===== config.mk =====
export PLATFORM = sky130hd
export DESIGN_NAME = accel_calibrate_deadzone_smooth
export DESIGN_NICKNAME = d
export VERILOG_FILES = /design/src/rtl/acds_pkg.sv /design/src/rtl/accel_calibrate_deadzone_smooth.sv
export SDC_FILE = /design/constraint.sdc
export NUM_CORES = 2
export LEC_CHECK = 0
export BUFFER_PORTS_ARGS = -buffer_cell sky130_fd_sc_hd__buf_2
export CAP_MARGIN = 20
export CORE_MARGIN = 5
export CORE_UTILIZATION = 55
export CTS_CLUSTER_DIAMETER = 40
export CTS_CLUSTER_SIZE = 24
export DETAILED_ROUTE_END_ITERATION = 10
export GPL_ROUTABILITY_DRIVEN = 0
export GPL_TIMING_DRIVEN = 0
export HOLD_SLACK_MARGIN = 0.1
export PLACE_DENSITY = 0.73
export SYNTH_ARGS = -nofsm -noshare
export SYNTH_HDL_FRONTEND = slang
export SYNTH_SLANG_ARGS = --single-unit

===== constraint.sdc =====
create_clock -name clk -period 13.5 [get_ports clk]
set_input_delay 0.675 -clock clk [delete_from_list [all_inputs] [get_ports clk]]
set_output_delay 0.675 -clock clk [all_outputs]
set_load 0.005 [all_outputs]

===== src/rtl/acds_pkg.sv =====
// Shared types and constants of the accelerometer calibration and smoothing block.
package acds_pkg;

    // Sequencer states, one-hot.
    typedef enum logic [8:0] {
        ST_IDLE = 9'b000000001,
        ST_LOAD = 9'b000000010,
        ST_DIV  = 9'b000000100,
        ST_POST = 9'b000001000,
        ST_CHK  = 9'b000010000,
        ST_MUL1 = 9'b000100000,
        ST_MUL2 = 9'b001000000,
        ST_RND  = 9'b010000000,
        ST_FIN  = 9'b100000000
    } state_t;

    // What the running division computes.
    typedef enum logic [2:0] {
        PH_TOG  = 3'b001,
        PH_AVG  = 3'b010,
        PH_NORM = 3'b100
    } phase_t;

    // Operation codes carried in tuser.
    localparam logic [1:0] OP_CALIB = 2'd0;
    localparam logic [1:0] OP_MEAS  = 2'd1;
    localparam logic [1:0] OP_MOVE  = 2'd2;
    localparam logic [1:0] OP_NONE  = 2'd3;

    // Register indexes, paddr[3:2].
    localparam logic [1:0] REG_CALIB_SAMPLES = 2'd0;
    localparam logic [1:0] REG_MAX_G         = 2'd1;
    localparam logic [1:0] REG_DEAD_ZONE     = 2'd2;
    localparam logic [1:0] REG_SMOOTH        = 2'd3;

    // Axis indexes.
    localparam logic [1:0] AXIS_X = 2'd0;
    localparam logic [1:0] AXIS_Y = 2'd1;
    localparam logic [1:0] AXIS_Z = 2'd2;

    // Q3.12 scaling: g = round(raw * G_SPAN / FS) - G_BIAS.
    localparam int G_SPAN = 20480;
    localparam int G_BIAS = 10240;
    localparam int ONE_G  = 4096;
    localparam int Q12    = 4096;

    // Register reset values.
    localparam logic [10:0] CALIB_SAMPLES_RST = 11'd16;
    localparam logic [14:0] MAX_G_RST         = 15'd3277;
    localparam logic [14:0] DEAD_ZONE_RST     = 15'd410;
    localparam logic [12:0] SMOOTH_RST        = 13'd819;

endpackage


===== src/rtl/accel_calibrate_deadzone_smooth.sv =====
// Accelerometer offset calibration, measurement, deadzone and smoothing filter.
// A shared divider resolves two quotient bits per cycle. Measure takes 3 divisions,
// calibrate adds 3 more when a run completes, and movement takes one division and
// two passes through the multiplier.
// One word at a time; reset clears all sums, offsets, filter and registers to defaults.
module accel_calibrate_deadzone_smooth #(
    parameter int MAX_CAL_SAMPLES = 1024,
    parameter int ADC_BITS        = 10
) (
    input  logic        clk,
    input  logic        rst_n,
    // Input stream.
    input  logic        s_axis_tvalid,
    output logic        s_axis_tready,
    input  logic [47:0] s_axis_tdata,   // raw_x[9:0], raw_y[19:10], raw_z[29:20], g_value[45:30]
    input  logic [1:0]  s_axis_tuser,   // operation[1:0]
    // Output stream.
    output logic        m_axis_tvalid,
    input  logic        m_axis_tready,
    output logic [63:0] m_axis_tdata,   // g_x[15:0], g_y[31:16], g_z[47:32], movement[61:48]
    output logic        m_axis_tuser,   // calibrated
    // Configuration port.
    input  logic        psel,
    input  logic        penable,
    input  logic        pwrite,
    input  logic [3:0]  paddr,
    input  logic [31:0] pwdata,
    output logic [31:0] prdata,
    output logic        pready
);

    // Full scale of the converter and the largest effective sample count.
    localparam int FS    = (1 << ADC_BITS) - 1;
    localparam int NMAX  = (MAX_CAL_SAMPLES < 2047) ? MAX_CAL_SAMPLES : 2047;
    localparam int SUM_A = $clog2(NMAX * 10240 + 1) + 1;
    localparam int SUM_W = (SUM_A > 17) ? SUM_A : 17;
    localparam int TG_W  = ADC_BITS + 15;
    localparam int NRM_W = 28;
    localparam int DW_A  = (TG_W > SUM_W) ? TG_W : SUM_W;
    localparam int DW_B  = (DW_A > NRM_W) ? DW_A : NRM_W;
    localparam int DW    = DW_B + (DW_B % 2);
    localparam int QW    = (ADC_BITS > 15) ? ADC_BITS : 15;
    localparam int STEPS = DW / 2;
    localparam int STEP_W = $clog2(STEPS);
    localparam int RW    = (ADC_BITS > 10) ? ADC_BITS : 10;

    // Saturate a 17-bit difference to 16 bits.
    function automatic logic signed [15:0] sat16(input logic signed [16:0] v);
        logic signed [15:0] r;
        if (v > 17'sd32767)
        begin
            r = 16'sh7FFF;
        end
        else if (v < -17'sd32768)
        begin
            r = 16'sh8000;
        end
        else
        begin
            r = v[15:0];
        end
        return r;
    endfunction

    // Configuration registers.
    logic [10:0] calib_samples_reg, calib_samples_next;
    logic [14:0] max_g_reg, max_g_next;
    logic [14:0] dead_zone_reg, dead_zone_next;
    logic [12:0] smooth_reg, smooth_next;

    // Sequencer.
    acds_pkg::state_t state_reg, state_next;
    acds_pkg::phase_t phase_reg, phase_next;
    logic [1:0]       axis_reg, axis_next;
    logic [1:0]       op_reg, op_next;

    // Architectural state.
    logic signed [SUM_W-1:0] sum_reg [3];
    logic signed [SUM_W-1:0] sum_next [3];
    logic [10:0]             count_reg, count_next;
    logic signed [15:0]      off_reg [3];
    logic signed [15:0]      off_next [3];
    logic signed [13:0]      filt_reg, filt_next;
    logic                    done_reg, done_next;

    // Item payload and intermediate values.
    logic [ADC_BITS-1:0]     raw_reg [3];
    logic [ADC_BITS-1:0]     raw_next [3];
    logic [RW-1:0]           raw_w [3];
    logic signed [15:0]      gv_reg, gv_next;
    logic signed [15:0]      g_reg [3];
    logic signed [15:0]      g_next [3];
    logic signed [13:0]      mv_reg, mv_next;
    logic signed [25:0]      acc_reg, acc_next;
    logic                    active_reg, active_next;

    // Shared divider.
    logic [DW-1:0]     num_reg, num_next;
    logic [QW-1:0]     den_reg, den_next;
    logic [QW-1:0]     rem_reg, rem_next;
    logic [STEP_W-1:0] step_reg, step_next;
    logic              neg_reg, neg_next;

    // Output word.
    logic               ovalid_reg, ovalid_next;
    logic signed [15:0] ogx_reg, ogx_next;
    logic signed [15:0] ogy_reg, ogy_next;
    logic signed [15:0] ogz_reg, ogz_next;
    logic signed [13:0] omv_reg, omv_next;
    logic               ocal_reg, ocal_next;

    // Effective register values.
    logic [10:0] n_eff;
    logic [14:0] m_eff;
    logic [12:0] s_eff;

    always_comb
    begin
        if (calib_samples_reg == 11'd0)
        begin
            n_eff = 11'd1;
        end
        else if (32'(calib_samples_reg) > 32'(MAX_CAL_SAMPLES))
        begin
            n_eff = 11'(MAX_CAL_SAMPLES);
        end
        else
        begin
            n_eff = calib_samples_reg;
        end
        m_eff = (max_g_reg == 15'd0) ? 15'd1 : max_g_reg;
        s_eff = (smooth_reg > 13'(acds_pkg::Q12)) ? 13'(acds_pkg::Q12) : smooth_reg;
    end

    // Deadzone test and clamp of the movement input.
    logic signed [16:0] gv17, dz17, m17, clamp17;
    logic               dz_inside;
    logic [14:0]        clamp_mag;

    always_comb
    begin
        gv17 = {gv_reg[15], gv_reg};
        dz17 = {2'b00, dead_zone_reg};
        m17  = {2'b00, m_eff};
        dz_inside = (gv17 > -dz17) && (gv17 < dz17);
        if (gv17 > m17)
        begin
            clamp17 = m17;
        end
        else if (gv17 < -m17)
        begin
            clamp17 = -m17;
        end
        else
        begin
            clamp17 = gv17;
        end
        clamp_mag = clamp17[16] ? 15'(-clamp17) : clamp17[14:0];
    end

    // Two restoring division steps per cycle.
    logic [QW:0]   t1, t2;
    logic [QW-1:0] r1, r2;
    logic          b1, b2;
    logic [DW-1:0] n1, n2;

    always_comb
    begin
        t1 = {rem_reg, num_reg[DW-1]};
        b1 = (t1 >= {1'b0, den_reg});
        r1 = b1 ? QW'(t1 - {1'b0, den_reg}) : t1[QW-1:0];
        n1 = {num_reg[DW-2:0], b1};
        t2 = {r1, n1[DW-1]};
        b2 = (t2 >= {1'b0, den_reg});
        r2 = b2 ? QW'(t2 - {1'b0, den_reg}) : t2[QW-1:0];
        n2 = {n1[DW-2:0], b2};
    end

    // Quotient views used after a division.
    logic [15:0]        quo;
    logic signed [15:0] quo_signed;
    logic signed [15:0] g_q;

    always_comb
    begin
        quo        = num_reg[15:0];
        quo_signed = neg_reg ? -$signed(quo) : $signed(quo);
        g_q        = 16'($signed({1'b0, quo}) - 17'sd10240);
    end

    // Shared multiplier for the smoothing filter.
    logic signed [13:0] mul_a, mul_b;
    logic signed [27:0] prod;

    always_comb
    begin
        if (state_reg == acds_pkg::ST_MUL1)
        begin
            mul_a = filt_reg;
            mul_b = $signed({1'b0, 13'(13'(acds_pkg::Q12) - s_eff)});
        end
        else
        begin
            mul_a = mv_reg;
            mul_b = $signed({1'b0, s_eff});
        end
        prod = mul_a * mul_b;
    end

    // Rounded divide of the filter sum by 4096, ties away from zero.
    logic [25:0]        acc_mag;
    logic [25:0]        acc_rnd;
    logic signed [13:0] filt_rnd;

    always_comb
    begin
        acc_mag  = acc_reg[25] ? 26'(-acc_reg) : 26'(acc_reg);
        acc_rnd  = acc_mag + 26'd2048;
        filt_rnd = acc_reg[25] ? -$signed({1'b0, acc_rnd[24:12]})
                               : $signed({1'b0, acc_rnd[24:12]});
    end

    // Divider load request from the sequencer.
    logic                ld_en;
    acds_pkg::phase_t    ld_phase;
    logic [1:0]          ld_axis;
    logic [DW-1:0]       ld_num;
    logic [QW-1:0]       ld_den;
    logic                ld_neg;
    logic [SUM_W-1:0]    sum_mag;
    logic signed [SUM_W-1:0] ld_sum;

    // Measurement differences.
    logic signed [16:0] dx, dy, dz;

    always_comb
    begin
        raw_w[0] = RW'(s_axis_tdata[9:0]);
        raw_w[1] = RW'(s_axis_tdata[19:10]);
        raw_w[2] = RW'(s_axis_tdata[29:20]);

        state_next  = state_reg;
        phase_next  = phase_reg;
        axis_next   = axis_reg;
        op_next     = op_reg;
        sum_next    = sum_reg;
        count_next  = count_reg;
        off_next    = off_reg;
        filt_next   = filt_reg;
        done_next   = done_reg;
        raw_next    = raw_reg;
        gv_next     = gv_reg;
        g_next      = g_reg;
        mv_next     = mv_reg;
        acc_next    = acc_reg;
        active_next = active_reg;
        num_next    = num_reg;
        den_next    = den_reg;
        rem_next    = rem_reg;
        step_next   = step_reg;
        neg_next    = neg_reg;
        ovalid_next = ovalid_reg;
        ogx_next    = ogx_reg;
        ogy_next    = ogy_reg;
        ogz_next    = ogz_reg;
        omv_next    = omv_reg;
        ocal_next   = ocal_reg;
        ld_en       = 1'b0;
        ld_phase    = acds_pkg::PH_TOG;
        ld_axis     = acds_pkg::AXIS_X;

        dx = $signed({g_reg[0][15], g_reg[0]}) - $signed({off_reg[0][15], off_reg[0]});
        dy = $signed({g_reg[1][15], g_reg[1]}) - $signed({off_reg[1][15], off_reg[1]});
        dz = $signed({g_reg[2][15], g_reg[2]}) - $signed({off_reg[2][15], off_reg[2]});

        if (m_axis_tready)
        begin
            ovalid_next = 1'b0;
        end

        unique case (state_reg)
            acds_pkg::ST_IDLE:
            begin
                if (s_axis_tvalid)
                begin
                    op_next     = s_axis_tuser;
                    raw_next[0] = raw_w[0][ADC_BITS-1:0];
                    raw_next[1] = raw_w[1][ADC_BITS-1:0];
                    raw_next[2] = raw_w[2][ADC_BITS-1:0];
                    gv_next     = $signed(s_axis_tdata[45:30]);
                    state_next  = acds_pkg::ST_LOAD;
                end
            end
            acds_pkg::ST_LOAD:
            begin
                active_next = 1'b0;
                case (op_reg) inside
                    acds_pkg::OP_CALIB, acds_pkg::OP_MEAS:
                    begin
                        ld_en      = 1'b1;
                        ld_phase   = acds_pkg::PH_TOG;
                        ld_axis    = acds_pkg::AXIS_X;
                        state_next = acds_pkg::ST_DIV;
                    end
                    acds_pkg::OP_MOVE:
                    begin
                        if (dz_inside)
                        begin
                            state_next = acds_pkg::ST_FIN;
                        end
                        else
                        begin
                            active_next = 1'b1;
                            ld_en       = 1'b1;
                            ld_phase    = acds_pkg::PH_NORM;
                            state_next  = acds_pkg::ST_DIV;
                        end
                    end
                    default:
                    begin
                        state_next = acds_pkg::ST_FIN;
                    end
                endcase
            end
            acds_pkg::ST_DIV:
            begin
                num_next  = n2;
                rem_next  = r2;
                step_next = step_reg + STEP_W'(1);
                if (step_reg == STEP_W'(STEPS - 1))
                begin
                    state_next = acds_pkg::ST_POST;
                end
            end
            acds_pkg::ST_POST:
            begin
                case (phase_reg)
                    acds_pkg::PH_TOG:
                    begin
                        g_next[axis_reg] = g_q;
                        if (axis_reg != acds_pkg::AXIS_Z)
                        begin
                            ld_en      = 1'b1;
                            ld_phase   = acds_pkg::PH_TOG;
                            ld_axis    = axis_reg + 2'd1;
                            state_next = acds_pkg::ST_DIV;
                        end
                        else if (op_reg == acds_pkg::OP_CALIB)
                        begin
                            sum_next[0] = sum_reg[0] + SUM_W'(g_reg[0]);
                            sum_next[1] = sum_reg[1] + SUM_W'(g_reg[1]);
                            sum_next[2] = sum_reg[2] + SUM_W'(g_q);
                            count_next  = count_reg + 11'd1;
                            state_next  = acds_pkg::ST_CHK;
                        end
                        else
                        begin
                            state_next = acds_pkg::ST_FIN;
                        end
                    end
                    acds_pkg::PH_AVG:
                    begin
                        if (axis_reg == acds_pkg::AXIS_Z)
                        begin
                            off_next[axis_reg] = quo_signed - 16'sd4096;
                            sum_next[0] = '0;
                            sum_next[1] = '0;
                            sum_next[2] = '0;
                            count_next  = 11'd0;
                            done_next   = 1'b1;
                            state_next  = acds_pkg::ST_FIN;
                        end
                        else
                        begin
                            off_next[axis_reg] = quo_signed;
                            ld_en      = 1'b1;
                            ld_phase   = acds_pkg::PH_AVG;
                            ld_axis    = axis_reg + 2'd1;
                            state_next = acds_pkg::ST_DIV;
                        end
                    end
                    acds_pkg::PH_NORM:
                    begin
                        mv_next    = 14'(quo_signed);
                        state_next = acds_pkg::ST_MUL1;
                    end
                    default:
                    begin
                        state_next = acds_pkg::ST_FIN;
                    end
                endcase
            end
            acds_pkg::ST_CHK:
            begin
                // The count may already exceed a smaller count written meanwhile.
                if (count_reg >= n_eff)
                begin
                    ld_en      = 1'b1;
                    ld_phase   = acds_pkg::PH_AVG;
                    ld_axis    = acds_pkg::AXIS_X;
                    state_next = acds_pkg::ST_DIV;
                end
                else
                begin
                    state_next = acds_pkg::ST_FIN;
                end
            end
            acds_pkg::ST_MUL1:
            begin
                acc_next   = 26'(prod);
                state_next = acds_pkg::ST_MUL2;
            end
            acds_pkg::ST_MUL2:
            begin
                acc_next   = acc_reg + 26'(prod);
                state_next = acds_pkg::ST_RND;
            end
            acds_pkg::ST_RND:
            begin
                filt_next  = filt_rnd;
                state_next = acds_pkg::ST_FIN;
            end
            acds_pkg::ST_FIN:
            begin
                if (!ovalid_reg || m_axis_tready)
                begin
                    ovalid_next = 1'b1;
                    if (op_reg == acds_pkg::OP_MEAS)
                    begin
                        ogx_next = sat16(dx);
                        ogy_next = sat16(dy);
                        ogz_next = sat16(dz);
                    end
                    else
                    begin
                        ogx_next = '0;
                        ogy_next = '0;
                        ogz_next = '0;
                    end
                    omv_next   = (op_reg == acds_pkg::OP_MOVE && active_reg) ? filt_reg : '0;
                    ocal_next  = done_reg;
                    state_next = acds_pkg::ST_IDLE;
                end
            end
            default:
            begin
                state_next = acds_pkg::ST_IDLE;
            end
        endcase

        // Operands of the division that starts next.
        ld_sum  = sum_reg[ld_axis];
        sum_mag = ld_sum[SUM_W-1] ? SUM_W'(-ld_sum) : SUM_W'(ld_sum);
        case (ld_phase)
            acds_pkg::PH_AVG:
            begin
                ld_num = DW'(sum_mag) + DW'(n_eff >> 1);
                ld_den = QW'(n_eff);
                ld_neg = ld_sum[SUM_W-1];
            end
            acds_pkg::PH_NORM:
            begin
                ld_num = DW'({clamp_mag, 12'd0}) + DW'(m_eff >> 1);
                ld_den = QW'(m_eff);
                ld_neg = clamp17[16];
            end
            default:
            begin
                ld_num = DW'(raw_reg[ld_axis]) * DW'(acds_pkg::G_SPAN) + DW'(FS / 2);
                ld_den = QW'(FS);
                ld_neg = 1'b0;
            end
        endcase

        if (ld_en)
        begin
            num_next   = ld_num;
            den_next   = ld_den;
            rem_next   = '0;
            step_next  = '0;
            neg_next   = ld_neg;
            phase_next = ld_phase;
            axis_next  = ld_axis;
        end

        // Register writes land on the access cycle.
        calib_samples_next = calib_samples_reg;
        max_g_next         = max_g_reg;
        dead_zone_next     = dead_zone_reg;
        smooth_next        = smooth_reg;
        if (psel && penable && pwrite && pready)
        begin
            unique case (paddr[3:2])
                acds_pkg::REG_CALIB_SAMPLES: calib_samples_next = pwdata[10:0];
                acds_pkg::REG_MAX_G:         max_g_next         = pwdata[14:0];
                acds_pkg::REG_DEAD_ZONE:     dead_zone_next     = pwdata[14:0];
                acds_pkg::REG_SMOOTH:        smooth_next        = pwdata[12:0];
            endcase
        end
    end

    // Control and architectural state.
    always_ff @(posedge clk or negedge rst_n)
    begin
        if (!rst_n)
        begin
            state_reg         <= acds_pkg::ST_IDLE;
            phase_reg         <= acds_pkg::PH_TOG;
            axis_reg          <= acds_pkg::AXIS_X;
            op_reg            <= acds_pkg::OP_NONE;
            sum_reg[0]        <= '0;
            sum_reg[1]        <= '0;
            sum_reg[2]        <= '0;
            count_reg         <= '0;
            off_reg[0]        <= '0;
            off_reg[1]        <= '0;
            off_reg[2]        <= '0;
            filt_reg          <= '0;
            done_reg          <= 1'b0;
            active_reg        <= 1'b0;
            step_reg          <= '0;
            ovalid_reg        <= 1'b0;
            calib_samples_reg <= acds_pkg::CALIB_SAMPLES_RST;
            max_g_reg         <= acds_pkg::MAX_G_RST;
            dead_zone_reg     <= acds_pkg::DEAD_ZONE_RST;
            smooth_reg        <= acds_pkg::SMOOTH_RST;
        end
        else
        begin
            state_reg         <= state_next;
            phase_reg         <= phase_next;
            axis_reg          <= axis_next;
            op_reg            <= op_next;
            sum_reg           <= sum_next;
            count_reg         <= count_next;
            off_reg           <= off_next;
            filt_reg          <= filt_next;
            done_reg          <= done_next;
            active_reg        <= active_next;
            step_reg          <= step_next;
            ovalid_reg        <= ovalid_next;
            calib_samples_reg <= calib_samples_next;
            max_g_reg         <= max_g_next;
            dead_zone_reg     <= dead_zone_next;
            smooth_reg        <= smooth_next;
        end
    end

    // Payload and datapath registers.
    always_ff @(posedge clk)
    begin
        raw_reg <= raw_next;
        gv_reg  <= gv_next;
        g_reg   <= g_next;
        mv_reg  <= mv_next;
        acc_reg <= acc_next;
        num_reg <= num_next;
        den_reg <= den_next;
        rem_reg <= rem_next;
        neg_reg <= neg_next;
        ogx_reg <= ogx_next;
        ogy_reg <= ogy_next;
        ogz_reg <= ogz_next;
        omv_reg <= omv_next;
        ocal_reg <= ocal_next;
    end

    // Register read-back.
    always_comb
    begin
        unique case (paddr[3:2])
            acds_pkg::REG_CALIB_SAMPLES: prdata = 32'(calib_samples_reg);
            acds_pkg::REG_MAX_G:         prdata = 32'(max_g_reg);
            acds_pkg::REG_DEAD_ZONE:     prdata = 32'(dead_zone_reg);
            acds_pkg::REG_SMOOTH:        prdata = 32'(smooth_reg);
        endcase
    end

    assign pready        = 1'b1;
    assign s_axis_tready = (state_reg == acds_pkg::ST_IDLE);
    assign m_axis_tvalid = ovalid_reg;
    assign m_axis_tdata  = {2'b00, omv_reg, ogz_reg, ogy_reg, ogx_reg};
    assign m_axis_tuser  = ocal_reg;

endmodule


; ---- Word-level counts from Yosys, hierarchy flattened
; Cells that the tools add are included.
[totals]
latch_bits = 0
word_cells = 233
ff_bits = 481
mem_bits_rw = 0
rom_bits = 0
input_bits = 93
out_inout_bits = 100
n_memories = 0
[op_classes]
bitwise = 3
muxes = 85
n_reduce_logical = 30
n_eq_ne = 28
add_sub_neg = 26
mul = 2
shift = 0
div_mod_pow = 0
magnitude_cmp = 18
[op_table]
columns = cell, n
row1 = $mux W75, 3
row2 = $pmux W75 S2, 1
row3 = $bwmux W48, 3
row4 = $pmux W32 S4, 1
row5 = $mux W15, 7
row6 = $mux W25, 4
row7 = $mux W9, 10
row8 = $pmux W9 S9, 1
row9 = $mux W16, 5
row10 = $add A25 B16 Y25, 3
row11 = $mux W28, 2
row12 = $pmux W28 S2, 1
row13 = $mux W11, 5
row14 = $pmux W26 S2, 1
row15 = $gt A17 B16 Y1 const B, 3
row16 = $lt A17 B16 Y1 const B, 3
row17 = $sub A16 B16 Y17, 3
row18 = $bmux W25 S2, 1
row19 = $neg A25 Y25, 2
row20 = $mux W48, 1
row21 = $mux W17, 2
row22 = $neg A15 Y17, 2
row23 = $demux W16 S2, 1
row24 = $ge A16 B15 Y1, 2
row25 = 69 further kinds, 125

; ---- Logic depth before layout (Yosys ltp)
[logic_depth]
ltp_word = 13
mapped_depth = 44
mapped_depth_nobuf = 41

; ---- Worst setup path before layout
; No wires, ideal clock.
[synth_timing]
kind = reg-to-reg
startpoint = reg smooth_reg[2]
endpoint = reg acc_reg[22] (data pin)
arrival_time_ps = 9412
n_path_buf = 0
path_slack_ps = 3828
setup_ps = 260
required_time_ps = 13240
path_stages_with_launch = 37
synth_period_minus_slack_ps = 9672
cell_sequence = dfrtp_1 -> or4_1 -> or4_1 -> o31ai_1 -> nand2_1 -> xnor2_1 -> nor2_1 -> fa_1 -> inv_1 -> fa_1 -> inv_1 -> fa_1 -> fa_1 -> fa_1 -> inv_1 -> fa_1 -> inv_1 -> ha_1 -> a21o_1 -> a21o_1 -> a21oi_1 -> o21ai_0 -> and2_1 -> and2_1 -> o21a_1 -> o21a_1 -> o21ai_0 -> nand2b_1 -> xnor2_1 -> ha_1 -> and3_1 -> a211o_1 -> a21o_1 -> a21oi_1 -> o21ai_0 -> xor2_1 -> mux2_2
[synth_via]
elab_chain_cells = 7
[synth_lines]
columns = element, line
row1 = from (decl), accel_calibrate_deadzone_smooth.sv:69  ; logic [12:0] smooth_reg, smooth_next;
row2 = from (signal assigned), accel_calibrate_deadzone_smooth.sv:526  ; smooth_reg <= acds_pkg::SMOOTH_RST;
row3 = from (signal assigned), accel_calibrate_deadzone_smooth.sv:545  ; smooth_reg <= smooth_next;
row4 = $gt A13 B13 Y1, accel_calibrate_deadzone_smooth.sv:132  ; s_eff = (smooth_reg > 13'(acds_pkg::Q12)) ? 13'(acds_pkg::Q12) : smooth_reg;
row5 = $mux W13 (*), accel_calibrate_deadzone_smooth.sv:132
row6 = $sub A13 B13 Y13, accel_calibrate_deadzone_smooth.sv:200  ; mul_b = $signed({1'b0, 13'(13'(acds_pkg::Q12) - s_eff)});
row7 = $mux W13 (*), accel_calibrate_deadzone_smooth.sv:197  ; if (state_reg == acds_pkg::ST_MUL1)
row8 = $mul A14 B14 Y26 (*), accel_calibrate_deadzone_smooth.sv:207  ; prod = mul_a * mul_b;
row9 = $add A26 B26 Y26, accel_calibrate_deadzone_smooth.sv:415  ; acc_next = acc_reg + 26'(prod);
row10 = $pmux W26 S2 (*), accel_calibrate_deadzone_smooth.sv:281  ; unique case (state_reg)
row11 = named net acc_next[22], accel_calibrate_deadzone_smooth.sv:94  ; logic signed [25:0] acc_reg, acc_next;
row12 = to (signal assigned), accel_calibrate_deadzone_smooth.sv:556  ; acc_reg <= acc_next;
row13 = to (decl), accel_calibrate_deadzone_smooth.sv:94
; The timed path passes the listed nets; every way through them passes the cells marked *.
; A chain may end at the register's enable or synchronous reset.

; ---- Worst setup path after layout
[layout_timing]
startpoint = reg state_reg[1]
endpoint = reg acc_reg[24] (data pin)
[layout_via]
elab_chain_cells = 5
word_cells_on_any_way = 7
classes_between = 1 x add/sub / 1 x mul / 2 x eq/ne / 3 x mux
[layout_lines]
columns = element, line
row1 = from (decl), accel_calibrate_deadzone_smooth.sv:72  ; acds_pkg::state_t state_reg, state_next;
row2 = from (signal assigned), accel_calibrate_deadzone_smooth.sv:507  ; state_reg <= acds_pkg::ST_IDLE;
row3 = from (signal assigned), accel_calibrate_deadzone_smooth.sv:530  ; state_reg <= state_next;
row4 = $eq A9 B6 Y1, "accel_calibrate_deadzone_smooth.sv:197, accel_calibrate_deadzone_smooth.sv:281"
row5 = $mux W14 / $mux W13 (equally long branches), accel_calibrate_deadzone_smooth.sv:197
row6 = $mul A14 B14 Y26, accel_calibrate_deadzone_smooth.sv:207
row7 = $add A26 B26 Y26, accel_calibrate_deadzone_smooth.sv:415
row8 = $pmux W26 S2 (*), accel_calibrate_deadzone_smooth.sv:281
row9 = named net acc_next[24], accel_calibrate_deadzone_smooth.sv:94
; Marks and branches as above.

==> impl_metrics.json <==
{
  "synth_area_um2": 42000,
  "track_usage": 0.293,
  "critPathMostFrequentCell": "fa_1",
  "cts-root-buf": "clkbuf_16",
  "path_class": "register to register",
  "coreArea_um2": 75800,
  "max_slew.worst_pin.slew_ns": 1.18,
  "place_ws_ns": 2.30,
  "critPathLaunchType": "register",
  "ys_async_sr_fraction": 0.468,
  "largest_reg_flops": 75,
  "cts_buffers": 90,
  "rows": 101,
  "hp-class": "input port to register",
  "cts_max_level": 3,
  "die_area_um2": 82000,
  "nets": 5569,
  "leakage_uw": 0.0213,
  "rsz0062_at_grt": "no",
  "fin_crit_ns": 11.30,
  "grt_max_degree": 116,
  "ys.flop_type": "edfxtp_1",
  "synthTopCellsByArea": "edfxtp_1 17%, dfrtp_1 12%, ha_1 11%",
  "hpwl_um": 95300,
  "ys_seq_area_frac": 0.314,
  "whs_ns": 0.195,
  "cp_slowest_cell": "nand4_1",
  "portBuffers": 150,
  "worst_ep_required_time_ns": 13.98,
  "critPathMaxFanout": 10,
  "ios": 193,
  "synth_edf_count": 241,
  "yosysMostFrequentCell": "nand2_1",
  "setup_slack_ns": 2.20,
  "power.density_nw_per_um2": 242,
  "slew_viol_final": 0,
  "netlist-cell-type-count": 110,
  "synth_top_area_cell": "edfxtp_1",
  "diodes": 0,
  "max-slew-margin-rel": 0.205,
  "syn2layout_area_growth_pct": 12.9,
  "yosys-top-cells-count": "511 x nand2_1, 461 x inv_1, 366 x o21ai_0",
  "hold_violations": 0,
  "drtAntennaViolNets": 0,
  "fmax_ghz": 0.0885,
  "netlist_instances": 4660,
  "vias": 36500,
  "ir_worst_vdd_mv": 0.311,
  "layout-drive-gt1-share": 0.104,
  "start_util": 0.554,
  "dr.first_iter.drc_count": 3704,
  "fin_skew_ns": 0.0286,
  "die_h_um": 286,
  "period_share": 0.837,
  "ys_ff_latch": 481,
  "cts_buffer_depth": 3,
  "nFillCells": 6445,
  "cts_resized": 0,
  "drc": 0,
  "antenna_found_initial": 1,
  "first_pass_iters": 6,
  "clkLatencyLatePin_ns": 0.65,
  "cp_top_family": "adder cells",
  "status": "complete, no violations",
  "setup_viol_count_final": 0,
  "grt_pass1_wl_um": 193000,
  "multi_input_area_um2": 26400,
  "cp_slowest_stage_delay_ns": 0.64,
  "wl_um": 123000,
  "fp.dieW_um": 286,
  "wire_per_inst_um": 20.6,
  "grt_pass1_vias": 34700,
  "cts.sinks": 481,
  "cts_tree": "done",
  "cp_data_arrival_time_ns": 11.78,
  "setup_tns_ns": 0,
  "cp.buffers_inverters": 6,
  "seq_area_um2": 13200,
  "ys.warnings.count": 0,
  "cap_violations": 0,
  "end_kind": "register",
  "overflow": 0,
  "clk_pin_slew_ns": 0.06,
  "avgSynthCellArea_um2": 9.02,
  "vias_per_cell": 6.09,
  "yosys.area.top_type_share": 0.172
}
worst register-to-register path: cells and delay by family, from the launching register on:
family          cells  cell delay [ns]
compound gates     16             3.30
buf+inv             6             1.62
simple gates        7             2.18
fa+ha+maj           8             3.57
flops               1             0.47
per-stage QoR:
step / power, µW / cell area, µm² / util / cells
5_1_grt: 12500 / 47500 / 0.626 / 5994
2_1_floorplan: 7530 / 42100 / - / 4679
3_5_place_dp: 9040 / 44300 / 0.584 / 5823
3_3_place_gp: 8850 / 44100 / 0.581 / 5807
4_1_cts: 11400 / 47500 / 0.626 / 5994
6_report: 11500 / 47500 / 0.626 / 5994
power breakdown:
group | switching, µW | internal (µW)
sequential | 213 | 1910
combinational | 4090 | 2950
clock | 915 | 1390
total | 5220 | 6250
metal layers:
| layer | part of all wire | track usage | routed length, µm |
|---|---|---|---|
| met5 | 0.00011 | 0 | 13 |
| met4 | 0.040 | 0.107 | 4890 |
| met1 | 0.42 | 0.405 | 52000 |
| met3 | 0.086 | 0.0487 | 10700 |
| met2 | 0.45 | 0.466 | 55900 |
cell type report:
class,instances,area share
sequential,481,0.278
tap,978,0.0258
timing repair buffer,167,0.0206
clock buffer,102,0.0501
multi-input combinational,3554,0.556
clock inverter,68,0.0159
inverter,471,0.0372
buffer,173,0.0159
layout by cell type, fill, tap and decap left out, types with 18 or more instances in the layout:
master,instances
a211oi_1,21
a21boi_0,27
a21o_1,73
a21oi_1,231
a31oi_1,45
and2_1,47
and3_1,41
buf_2,158
buf_4,29
clkbuf_1,134
clkbuf_16,92
conb_1,21
dfrtp_1,202
dfstp_2,23
edfxtp_1,241
fa_1,182
ha_1,356
inv_1,461
inv_6,18
mux2_2,44
mux2i_1,76
nand2_1,511
nand2b_1,53
nand3_1,151
nand4_1,48
nor2_1,310
nor2b_1,45
nor3_1,83
nor4_1,23
o211ai_1,24
o21a_1,37
o21ai_0,366
o21bai_1,29
o22ai_1,39
o31ai_1,46
or3_1,35
or4_1,19
xnor2_1,178
xor2_1,111
cell families (layout without fill, tap and decap cells):
| group | Yosys count | after routing | synth area share |
|---|---|---|---|
| simple gates | 1461 | 1461 | 0.169 |
| compound gates | 1108 | 1108 | 0.166 |
| buf+inv | 644 | 981 | 0.0600 |
| fa+ha+maj | 538 | 538 | 0.193 |
| flops | 481 | 481 | 0.314 |
| xor+xnor | 290 | 290 | 0.0606 |
| mux | 136 | 136 | 0.0378 |
| other cells | 2 | 21 | 0.000179 |
final timing paths:
check                                         start  cells after the start                       to  slack (ns)
min                                s_axis_tdata[36]                      1      gv_reg[6]$_DFFE_PP_        0.20
max                        state_reg[1]$_DFFE_PN0P_                     37    acc_reg[24]$_DFFE_PP_        2.20
max in group asynchronous                     rst_n                      3   off_reg[3]$_DFFE_PN0P_       12.25
min reg2reg                    done_reg$_DFFE_PN0P_                      0   m_axis_tuser$_DFFE_PP_        0.45
max reg2reg                state_reg[1]$_DFFE_PN0P_                     37    acc_reg[24]$_DFFE_PP_        2.20
min in group asynchronous                     rst_n                      2  sum_reg[44]$_DFFE_PN0P_        0.42
what timing repair did:
item                      4_1_cts  5_1_grt
setup buffers                   0        0
hold buffers                    1        0
hold endpoints to repair        9        0
(Power assumes the default switching activity.)
